## config.mk

```make
export PLATFORM = sky130hd
export DESIGN_NAME = sorted_key_table_flat
export DESIGN_NICKNAME = d
export VERILOG_FILES = /design/src/rtl/core/skt_pkg.sv /design/src/rtl/core/skt_if.sv /design/src/rtl/core/sorted_key_table.sv /design/src/flat_wrapper.sv
export SDC_FILE = /design/constraint.sdc
export NUM_CORES = 2
export LEC_CHECK = 0
export ABC_AREA = 0
export BUFFER_PORTS_ARGS = -buffer_cell sky130_fd_sc_hd__buf_2
export CAP_MARGIN = 20
export CORE_ASPECT_RATIO = 0.75
export CORE_UTILIZATION = 35
export CTS_CLUSTER_SIZE = 12
export DETAILED_ROUTE_END_ITERATION = 10
export PLACE_DENSITY = 0.58
export REMOVE_ABC_BUFFERS = 1
export SLEW_MARGIN = 20
export SYNTH_ARGS = -nofsm -noshare
export SYNTH_HDL_FRONTEND = slang
export SYNTH_SLANG_ARGS = --single-unit
```

## constraint.sdc

```tcl
create_clock -name i_clk -period 12 [get_ports i_clk]
set_clock_uncertainty 0.05 [all_clocks]
set_input_delay 2.4 -clock i_clk [delete_from_list [all_inputs] [get_ports i_clk]]
set_output_delay 2.4 -clock i_clk [all_outputs]
set_load 0.02 [all_outputs]
```

## src/rtl/core/skt_pkg.sv

```systemverilog
// Shared types and constants of the sorted key table.
// Holds field widths, request and status codes, and the record and result structs.
// Depends on nothing; every other file of the block imports it.
`default_nettype none

package skt_pkg;

    // Field widths of the request and result channels.
    localparam int REQ_W   = 3;
    localparam int KEY_W   = 31;
    localparam int GRADE_W = 10;
    localparam int STAT_W  = 2;
    localparam int POS_W   = 6;
    localparam int CNT_W   = 7;

    // Request kinds. Codes above REQ_COUNT change nothing and are answered like REQ_COUNT.
    localparam logic [REQ_W-1:0] REQ_INSERT = 3'd0;
    localparam logic [REQ_W-1:0] REQ_SEARCH = 3'd1;
    localparam logic [REQ_W-1:0] REQ_DELETE = 3'd2;
    localparam logic [REQ_W-1:0] REQ_CLEAR  = 3'd3;
    localparam logic [REQ_W-1:0] REQ_COUNT  = 3'd4;

    // Result status codes.
    localparam logic [STAT_W-1:0] ST_OK        = 2'd0;
    localparam logic [STAT_W-1:0] ST_NOT_FOUND = 2'd1;
    localparam logic [STAT_W-1:0] ST_FULL      = 2'd2;
    localparam logic [STAT_W-1:0] ST_EMPTY     = 2'd3;

    // One stored record.
    typedef struct packed {
        logic [KEY_W-1:0]   key;
        logic [GRADE_W-1:0] grade;
    } t_entry;

    // One result.
    typedef struct packed {
        logic [STAT_W-1:0]  status;
        logic [GRADE_W-1:0] grade_out;
        logic [POS_W-1:0]   position;
        logic [CNT_W-1:0]   entry_count;
    } t_rsp;

endpackage

`default_nettype wire

```

## src/rtl/core/skt_if.sv

```systemverilog
// Valid/ready channel interfaces of the sorted key table.
// skt_req_if carries requests, skt_rsp_if carries results.
// Depends on skt_pkg for the field widths.
`default_nettype none

interface skt_req_if;
    import skt_pkg::*;

    logic               valid;
    logic               ready;
    logic [REQ_W-1:0]   req_type;
    logic [KEY_W-1:0]   key;
    logic [GRADE_W-1:0] grade;

    modport source (output valid, output req_type, output key, output grade, input ready);
    modport sink   (input valid, input req_type, input key, input grade, output ready);
endinterface

interface skt_rsp_if;
    import skt_pkg::*;

    logic               valid;
    logic               ready;
    logic [STAT_W-1:0]  status;
    logic [GRADE_W-1:0] grade_out;
    logic [POS_W-1:0]   position;
    logic [CNT_W-1:0]   entry_count;

    modport source (output valid, output status, output grade_out, output position,
                    output entry_count, input ready);
    modport sink   (input valid, input status, input grade_out, input position,
                    input entry_count, output ready);
endinterface

`default_nettype wire

```

## src/rtl/core/sorted_key_table.sv

```systemverilog
// Top level of the sorted key table: a CAPACITY-deep table of (key, grade) records
// kept in ascending key order in one synchronous memory. Depends on skt_pkg and on
// the channel interfaces in skt_if.sv.
//
//   Channel  | Direction | Payload                                      | Handshake
//   ---------+-----------+----------------------------------------------+-----------
//   i_req    | in        | req_type, key, grade                         | valid/ready
//   o_rsp    | out       | status, grade_out, position, entry_count     | valid/ready
//
// One request is worked on at a time. Insert, search and delete walk the memory one entry
// per cycle through its single read port (insert walks down from the top, search stops at
// the first match, delete walks to the end); clear, count, unused codes, requests on an empty
// table and inserts into a full table skip the walk. A finished result sits in an output
// register, so the next request is accepted while it waits. Reset empties the table at once;
// the memory needs no clearing. A stalled result holds the block in its final step until taken.
`default_nettype none

module sorted_key_table #(
    parameter int CAPACITY = 64
) (
    input  wire logic  i_clk,
    input  wire logic  i_rst_n,
    skt_req_if.sink    i_req,
    skt_rsp_if.source  o_rsp
);
    import skt_pkg::*;

    localparam int AW = $clog2(CAPACITY);
    localparam int CW = $clog2(CAPACITY + 1);
    localparam logic [CW-1:0] CAP_CNT = CW'(CAPACITY);

    typedef enum logic [2:0] {
        S_IDLE = 3'b001,
        S_SCAN = 3'b010,
        S_FIN  = 3'b100
    } t_state;

    // Record memory and its ports.
    t_entry          r_mem [CAPACITY];
    t_entry          r_rd_data;
    logic            rd_en;
    logic [AW-1:0]   rd_addr;
    logic            wr_en;
    logic [AW-1:0]   wr_addr;
    t_entry          wr_data;

    // Control state.
    t_state          r_state, n_state;
    logic [CW-1:0]   r_count, n_count;
    logic            r_issue, n_issue;
    logic            r_pend, n_pend;
    logic            r_found, n_found;
    logic            r_out_vld, n_out_vld;

    // Request and walk payload.
    logic [REQ_W-1:0]   r_op, n_op;
    logic [KEY_W-1:0]   r_key, n_key;
    logic [GRADE_W-1:0] r_grade, n_grade;
    logic [AW-1:0]      r_addr, n_addr;
    logic [AW-1:0]      r_paddr, n_paddr;
    logic [AW-1:0]      r_pos, n_pos;
    logic [GRADE_W-1:0] r_gout, n_gout;
    t_rsp               r_out, n_out;

    logic last_rd;
    logic key_ge;
    logic key_eq;
    logic scan_req;

    assign i_req.ready       = (r_state == S_IDLE);
    assign o_rsp.valid       = r_out_vld;
    assign o_rsp.status      = r_out.status;
    assign o_rsp.grade_out   = r_out.grade_out;
    assign o_rsp.position    = r_out.position;
    assign o_rsp.entry_count = r_out.entry_count;

    // Memory: one write and one registered read per cycle. During a walk the write
    // address always trails the read address by two entries, so they never meet.
    always_ff @(posedge i_clk) begin
        if (wr_en) begin
            r_mem[wr_addr] <= wr_data;
        end
        if (rd_en) begin
            r_rd_data <= r_mem[rd_addr];
        end
    end

    // Next-state logic of the walk sequencer.
    always_comb begin
        n_state   = r_state;
        n_count   = r_count;
        n_issue   = r_issue;
        n_pend    = r_pend;
        n_found   = r_found;
        n_out_vld = r_out_vld;
        n_op      = r_op;
        n_key     = r_key;
        n_grade   = r_grade;
        n_addr    = r_addr;
        n_paddr   = r_paddr;
        n_pos     = r_pos;
        n_gout    = r_gout;
        n_out     = r_out;
        rd_en     = 1'b0;
        rd_addr   = r_addr;
        wr_en     = 1'b0;
        wr_addr   = r_pos;
        wr_data   = '{key: r_key, grade: r_grade};

        key_ge   = (r_rd_data.key >= r_key);
        key_eq   = (r_rd_data.key == r_key);
        last_rd  = (r_op == REQ_INSERT) ? (r_addr == '0)
                                        : (r_addr == AW'(r_count - CW'(1)));
        scan_req = 1'b0;

        // A waiting result leaves once the sink takes it.
        if (o_rsp.ready) begin
            n_out_vld = 1'b0;
        end

        unique case (r_state)
            S_IDLE: begin
                if (i_req.valid) begin
                    n_op    = i_req.req_type;
                    n_key   = i_req.key;
                    n_grade = i_req.grade;
                    n_found = 1'b0;
                    n_pend  = 1'b0;
                    n_issue = 1'b1;
                    n_gout  = '0;
                    n_pos   = AW'(r_count);
                    // Insert walks down from the top; search and delete walk up.
                    n_addr  = (i_req.req_type == REQ_INSERT) ? AW'(r_count - CW'(1)) : '0;
                    scan_req = ((i_req.req_type == REQ_INSERT) && (r_count != '0) &&
                                (r_count != CAP_CNT)) ||
                               (((i_req.req_type == REQ_SEARCH) ||
                                 (i_req.req_type == REQ_DELETE)) && (r_count != '0));
                    n_state = scan_req ? S_SCAN : S_FIN;
                end
            end

            S_SCAN: begin
                // Issue the next read while the previous one is evaluated.
                if (r_issue) begin
                    rd_en   = 1'b1;
                    n_pend  = 1'b1;
                    n_paddr = r_addr;
                    if (last_rd) begin
                        n_issue = 1'b0;
                    end else if (r_op == REQ_INSERT) begin
                        n_addr = r_addr - 1'b1;
                    end else begin
                        n_addr = r_addr + 1'b1;
                    end
                end else begin
                    n_pend = 1'b0;
                end

                if (r_pend) begin
                    case (r_op)
                        REQ_INSERT: begin
                            // Keys not below the new key move up one place.
                            if (key_ge) begin
                                wr_en   = 1'b1;
                                wr_addr = r_paddr + 1'b1;
                                wr_data = r_rd_data;
                                n_pos   = r_paddr;
                            end else begin
                                n_issue = 1'b0;
                                n_state = S_FIN;
                            end
                        end
                        REQ_SEARCH: begin
                            if (key_eq) begin
                                n_found = 1'b1;
                                n_pos   = r_paddr;
                                n_gout  = r_rd_data.grade;
                                n_issue = 1'b0;
                                n_state = S_FIN;
                            end
                        end
                        default: begin
                            // Delete: after the first match, every entry moves down.
                            if (r_found) begin
                                wr_en   = 1'b1;
                                wr_addr = r_paddr - 1'b1;
                                wr_data = r_rd_data;
                            end else if (key_eq) begin
                                n_found = 1'b1;
                                n_pos   = r_paddr;
                            end
                        end
                    endcase
                end else if (!r_issue) begin
                    n_state = S_FIN;
                end
            end

            S_FIN: begin
                // The new record lands in the gap; repeating the write while the
                // output waits is harmless.
                if ((r_op == REQ_INSERT) && (r_count != CAP_CNT)) begin
                    wr_en = 1'b1;
                end
                if (!r_out_vld || o_rsp.ready) begin
                    n_out_vld = 1'b1;
                    n_state   = S_IDLE;
                    n_out     = '{status: ST_OK, grade_out: '0, position: '0,
                                  entry_count: CNT_W'(r_count)};
                    case (r_op) inside
                        REQ_INSERT: begin
                            if (r_count == CAP_CNT) begin
                                n_out.status = ST_FULL;
                            end else begin
                                n_count              = r_count + CW'(1);
                                n_out.position       = POS_W'(r_pos);
                                n_out.entry_count    = CNT_W'(r_count + CW'(1));
                            end
                        end
                        REQ_SEARCH, REQ_DELETE: begin
                            if (r_count == '0) begin
                                n_out.status = ST_EMPTY;
                            end else if (!r_found) begin
                                n_out.status = ST_NOT_FOUND;
                            end else begin
                                n_out.position = POS_W'(r_pos);
                                if (r_op == REQ_SEARCH) begin
                                    n_out.grade_out = r_gout;
                                end else begin
                                    n_count           = r_count - CW'(1);
                                    n_out.entry_count = CNT_W'(r_count - CW'(1));
                                end
                            end
                        end
                        REQ_CLEAR: begin
                            n_count           = '0;
                            n_out.entry_count = '0;
                        end
                        default: begin
                        end
                    endcase
                end
            end

            default: begin
                n_state = S_IDLE;
            end
        endcase
    end

    // Control registers.
    always_ff @(posedge i_clk) begin
        if (!i_rst_n) begin
            r_state   <= S_IDLE;
            r_count   <= '0;
            r_issue   <= 1'b0;
            r_pend    <= 1'b0;
            r_found   <= 1'b0;
            r_out_vld <= 1'b0;
        end else begin
            r_state   <= n_state;
            r_count   <= n_count;
            r_issue   <= n_issue;
            r_pend    <= n_pend;
            r_found   <= n_found;
            r_out_vld <= n_out_vld;
        end
    end

    // Payload registers.
    always_ff @(posedge i_clk) begin
        r_op    <= n_op;
        r_key   <= n_key;
        r_grade <= n_grade;
        r_addr  <= n_addr;
        r_paddr <= n_paddr;
        r_pos   <= n_pos;
        r_gout  <= n_gout;
        r_out   <= n_out;
    end

endmodule

`default_nettype wire

```

## src/flat_wrapper.sv

```systemverilog
// flat-port wrapper written by rule: the top's interface ports become plain ports
module sorted_key_table_flat import skt_pkg::*;
#(
    parameter int CAPACITY = 64
)
  (i_clk, i_rst_n, i_req_valid, i_req_req_type, i_req_key, i_req_grade, i_req_ready, o_rsp_valid, o_rsp_status, o_rsp_grade_out, o_rsp_position, o_rsp_entry_count, o_rsp_ready);
  skt_req_if i_req_i ();
  skt_rsp_if o_rsp_i ();
  input  wire logic i_clk;
  input  wire logic i_rst_n;
  input wire logic [$bits(i_req_i.valid)-1:0] i_req_valid;
  input wire logic [$bits(i_req_i.req_type)-1:0] i_req_req_type;
  input wire logic [$bits(i_req_i.key)-1:0] i_req_key;
  input wire logic [$bits(i_req_i.grade)-1:0] i_req_grade;
  output wire logic [$bits(i_req_i.ready)-1:0] i_req_ready;
  output wire logic [$bits(o_rsp_i.valid)-1:0] o_rsp_valid;
  output wire logic [$bits(o_rsp_i.status)-1:0] o_rsp_status;
  output wire logic [$bits(o_rsp_i.grade_out)-1:0] o_rsp_grade_out;
  output wire logic [$bits(o_rsp_i.position)-1:0] o_rsp_position;
  output wire logic [$bits(o_rsp_i.entry_count)-1:0] o_rsp_entry_count;
  input wire logic [$bits(o_rsp_i.ready)-1:0] o_rsp_ready;
  assign i_req_i.valid = i_req_valid;
  assign i_req_i.req_type = i_req_req_type;
  assign i_req_i.key = i_req_key;
  assign i_req_i.grade = i_req_grade;
  assign i_req_ready = i_req_i.ready;
  assign o_rsp_valid = o_rsp_i.valid;
  assign o_rsp_status = o_rsp_i.status;
  assign o_rsp_grade_out = o_rsp_i.grade_out;
  assign o_rsp_position = o_rsp_i.position;
  assign o_rsp_entry_count = o_rsp_i.entry_count;
  assign o_rsp_i.ready = o_rsp_ready;
  sorted_key_table #(.CAPACITY(CAPACITY)) u_core (.i_clk(i_clk), .i_rst_n(i_rst_n), .i_req(i_req_i), .o_rsp(o_rsp_i));
endmodule
```

Word-level counts from Yosys, hierarchy flattened
Memory sizes are Yosys's and may differ from the RTL's. A register that Yosys moved wholly into a read port is not among the register bits.
Cells that the tools add are included.
{ "totals": {"ff_bits": 111, "ramBits": 2624, "in_bits": 48, "mem_count": 1} }
{ "memory_table": {"columns": ["name", "words", "width", "read_ports", "rd_clocked_by_memory_dff", "write_ports", "line_no", "rtl"], "rows": [
  ["u_core.r_mem", 64, 41, 1, 1, 1, "sorted_key_table.sv:39", "t_entry r_mem [CAPACITY];"]
]} }
{ "classes": {"addsub": 6, "order_cmp": 1, "n_eq_ne": 30, "n_mux": 86, "n_bitwise": 3, "reduce_logical": 26} }
{ "ops": {"columns": ["cell", "n"], "rows": [
  ["41-bit two-way mux", 4],
  ["6-bit two-way mux", 16],
  ["41-bit one-hot mux with 2 select lines", 1],
  ["7-bit two-way mux", 9],
  ["6-bit one-hot mux with 2 select lines", 4],
  ["10-bit two-way mux", 4],
  ["13-bit two-way mux", 3],
  ["31-bit == test", 1],
  ["31-bit greater-or-equal comparator", 1],
  ["1-bit two-way mux", 24],
  ["3-bit two-way mux", 7],
  ["10-bit one-hot mux with 2 select lines", 1],
  ["5-bit AND reduction", 4],
  ["4-bit != test, second input constant", 4],
  ["1-bit one-hot mux with 2 select lines", 7],
  ["6-bit by 1-bit adder with 6-bit output, second input constant", 2],
  ["3-bit by 2-bit == test with 1-bit output, second input constant", 4],
  ["6-bit by 1-bit subtractor with 6-bit output, second input constant", 2],
  ["2-bit by 1-bit != test with 1-bit output, second input constant", 5],
  ["3-bit by 1-bit == test with 1-bit output, second input constant", 3],
  ["3-bit by 2-bit != test with 1-bit output, second input constant", 3],
  ["3-bit one-hot mux with 3 select lines", 1],
  ["2-bit two-way mux", 4],
  ["2-bit != test, second input constant", 4],
  ["23 further kinds", 34]
]} }

Depth between registers and ports, before layout
{ "logic_depth": {"depth_word": 9, "ltp_mapped": 12, "depth_no_buf": 10} }

Worst setup path before layout
OpenSTA, ideal clock, no wires.
{ "synth_path": {"kind": "register to register", "start": "register, netlist name u_core.r_rd_data[39]", "end": "memory u_core.r_mem[42][0] in the netlist's numbering, enable pin", "arrival_ns": 5.531, "required_ns": 11.460, "path_slack_ns": 5.929, "path_stages_with_launch": 11, "path_buffers": 1, "cell_sequence": "edfxtp_1 ha_1 nand3_1 or4_1 nor3_1 a22o_1 or2_1 buf_6 mux2i_1 nand3_1 nor3_1"} }
{ "synth_via": {"elab_chain_len": 7} }
{ "synth_lines": {"columns": ["item", "line_no", "rtl"], "rows": [
  ["31-bit greater-or-equal comparator *", "sorted_key_table.sv:110", "key_ge = (r_rd_data.key >= r_key);"],
  ["1-bit two-way mux", "sorted_key_table.sv:163", "if (key_ge) begin"],
  ["1-bit one-hot mux with 2 select lines", "sorted_key_table.sv:160", "case (r_op)"],
  ["1-bit two-way mux", "sorted_key_table.sv:159", "if (r_pend) begin"],
  ["1-bit one-hot mux with 2 select lines", "sorted_key_table.sv:121", "unique case (r_state)"],
  ["1-bit two-way mux", "sorted_key_table.sv:80", "if (wr_en) begin"],
  ["1-bit two-way mux (implied by the code)", "sorted_key_table.sv:81", "r_mem[wr_addr] <= wr_data;"],
  ["to (decl)", "sorted_key_table.sv:39", null]
]} }
Mark *: on every way between the ends. The rest lies on a longest branch, timed or not.

Worst setup path in the final report
{ "layout_path": {"start": "register, netlist name u_core.r_rd_data[39]", "end": "memory u_core.r_mem[26][39] in the netlist's numbering, enable pin"} }
{ "layout_via": {"elab_chain_len": 7} }
{ "layout_lines": {"columns": ["item", "line_no"], "rows": [
  ["31-bit greater-or-equal comparator *", "sorted_key_table.sv:110"],
  ["1-bit two-way mux", "sorted_key_table.sv:163"],
  ["1-bit one-hot mux with 2 select lines", "sorted_key_table.sv:160"],
  ["1-bit two-way mux", "sorted_key_table.sv:159"],
  ["1-bit one-hot mux with 2 select lines", "sorted_key_table.sv:121"],
  ["1-bit two-way mux", "sorted_key_table.sv:80"],
  ["1-bit two-way mux (implied by the code)", "sorted_key_table.sv:81"]
]} }
Marked as above.

==> results.yml <==
run_status:
  outcome: "finished clean"
power_and_ir_drop:
  p_per_area_nw_per_um2: 164
  leakage_nw: 37.1
  swShare: 0.216
  p_int_mw: 15.7
  total_power_mw: 20.0
  power_frac_clock: 0.395
  seqPwrFrac: 0.538
  share_comb_of_total_power: 0.067
  switchingPower_mw: 4.32
  ir_drop_mv: 0.0894
drt:
  post-route-drc-count: 0
  ant_nets: 0
  via_per_inst: 5.69
  wirelength_um: 292000
  dr.pass1.iters: 5
  routedWlPerCell_um: 32.3
  num_vias: 51561
  drt_iter0_markers: 7049
cells_and_area:
  final_cell_mix: "edfxtp_1 (2,762), mux4_2 (801), clkbuf_16 (292)"
  area_delta_synth_final_pct: 13.3
  final_util: 0.401
  fin_cells: 9058
  fill_cells: 26447
  drive_above_1_share: 0.299
  final_nets: 4985
  final_common_cell: "edfxtp_1"
  design_area_um2: 122000
global_routing:
  grt_use_total: 0.186
  gr-total-overflow: 0
  grt_max_degree: 118
  first_global_vias: 50390
  antenna_found_initial: 18
  grt_pass1_wl_um: 405000
setup_path:
  cpLargestDelayFamily: "simple AND/OR/NAND/NOR gates"
  max_stage_delay_ns: 1.07
  crit_path_max_fanout: 22
  end_kind: "register"
  worstPathRequired_ns: 12.41
  critical-path-slowest-cell: "nor2_4"
  startpoint_type: "register"
  path_cells: "ha_1 > nand3_1 > or4_1 > nor3_1 > a22o_1 > or2_1 > mux2i_2 > nand4b_1 > nor2_4 > buf_4"
  worstSetupPathType: "reg2reg"
  arrival_ns: 6.88
  path_buf_inv: 1
clocking:
  numCtsBuffers: 281
  path_clk_slew_ns: 0.06
  clockBufferDepth: 4
  cts_resized: 0
  cts_hold_buffers: 0
  cts_tree: "done"
  clk_latency_ns: 0.85
  cts-root-buf: "clkbuf_16"
  cts_setup_buffers: 0
  ctsHtreeMaxLevel: 5
  cts_sinks: 2776
sta:
  slew_headroom: 0.222
  post-route-min-period_ns: 6.47
  fin_hold_ws_ns: 0.464
  layout_setup_ws_ns: 5.53
  setup_tns_ns: 0
  finalHoldViolations: 0
  finalMaxSlewViolations: 0
  min_period_over_period: 0.539
  fmaxAchievable_ghz: 0.155
  rsz0062_at_grt: "no"
  worst_slew_pin_slew_ns: 1.17
  setup_violations: 0
placement:
  dpl_cell_area_um2: 114000
  io_buffer_count: 74
  place_inst: 8681
  dpl.hpwl_um: 167000
  routabilityCongestion: 0.816
  pre_cts_slack_ns: 5.72
job:
  drv_cap: 0
synthesis:
  synthFlopType: "edfxtp_1"
  ys_warn_count: 0
  ys_ff_latch: 2776
  avgSynthCellArea_um2: 23.3
  async_flop_share: 0
  synth-seq-area-share: 0.773
  synth_edf_count: 2762
  syn_inst: 4625
  ys_types: 63
  synth_area_um2: 108000
floorplan:
  rows: 175
  die_x_um: 642
  start_util: 0.354
  dieHeight_um: 482
  core_um2: 304000
  die_area_um2: 310000
  io_pins: 75
worst_hold_path:
  hp-class: "reg2reg"
sequential cells by signal (all words and copies together), names as in the netlist, 2 cells and up:
name / cells
u_core.r_grade: 10
u_core.r_paddr: 6
u_core.r_rd_data: 41
u_core.r_pos: 6
u_core.r_mem: 2624
u_core.r_addr: 6
u_core.o_rsp.status: 2
u_core.r_count: 7
u_core.r_op: 3
u_core.r_state: 3
u_core.o_rsp.grade_out: 10
u_core.r_key: 31
u_core.r_gout: 10
u_core.o_rsp.position: 6
u_core.o_rsp.entry_count: 7
cell usage after synthesis (all sizes together) (25+ instances only):
master     n  area, um^2
edfxtp  2762       82900
buf      108         444
a21oi     74         382
mux2      59         668
mux2i     67         678
nor2     120         450
and2      28         175
ha        39         488
clkbuf   130         488
mux4     801       18000
nand2     54         203
inv       45         169
o22ai     26         163
o21ai     69         345
nor3      25         125
logic make-up after synthesis:
logic type | count (synthesis) | share of synthesized area
flip-flops | 2776 | 0.773
multiplexers | 927 | 0.180
AND/OR/NAND/NOR | 324 | 0.0148
buffers and inverters | 284 | 0.0103
AO/OA/AOI/OAI | 248 | 0.0144
adder cells (fa/ha/maj) | 40 | 0.00472
XOR/XNOR | 26 | 0.00212
worst paths after layout:
check	from	to	slack (ns)	depth (start not counted)
max	u_core.r_rd_data[39]	u_core.r_mem[26][39]	5.53	10
max reg2reg	u_core.r_rd_data[39]	u_core.r_mem[26][39]	5.53	10
min	u_core.r_gout[5]	u_core.o_rsp.grade_out[5]	0.46	1
min reg2reg	u_core.r_gout[5]	u_core.o_rsp.grade_out[5]	0.46	1
power groups by stage:
stage	clock (mW)	combinational, mW	sequential, mW
2_1_floorplan	0	1.42	11.1
3_5_place_dp	0	1.35	11.0
3_3_place_gp	0	1.34	11.0
5_1_grt	8.41	1.42	10.8
4_1_cts	8.07	1.36	10.8
6_report	7.92	1.35	10.8
per-layer routing:
metal  up-vias  global-route usage  routed length, um
met4         0              0.0434               7130
met2      2647               0.267             126000
met1     28282               0.284             131000
met3       380              0.0444              28500
li1      20252                   -                  -
met5         -                   0                  0
layout make-up:
type	count	area, um^2	area share
Sequential cell	2776	83200	0.683
Multi-Input combinational cell	1565	23900	0.196
Antenna cell	6	15.0	0.000123
Inverter	46	176	0.00145
Clock buffer	337	7490	0.0614
Timing Repair Buffer	227	1730	0.0142
Tap cell	4071	5090	0.0418
Clock inverter	30	302	0.00247
(Power assumes the default switching activity.)
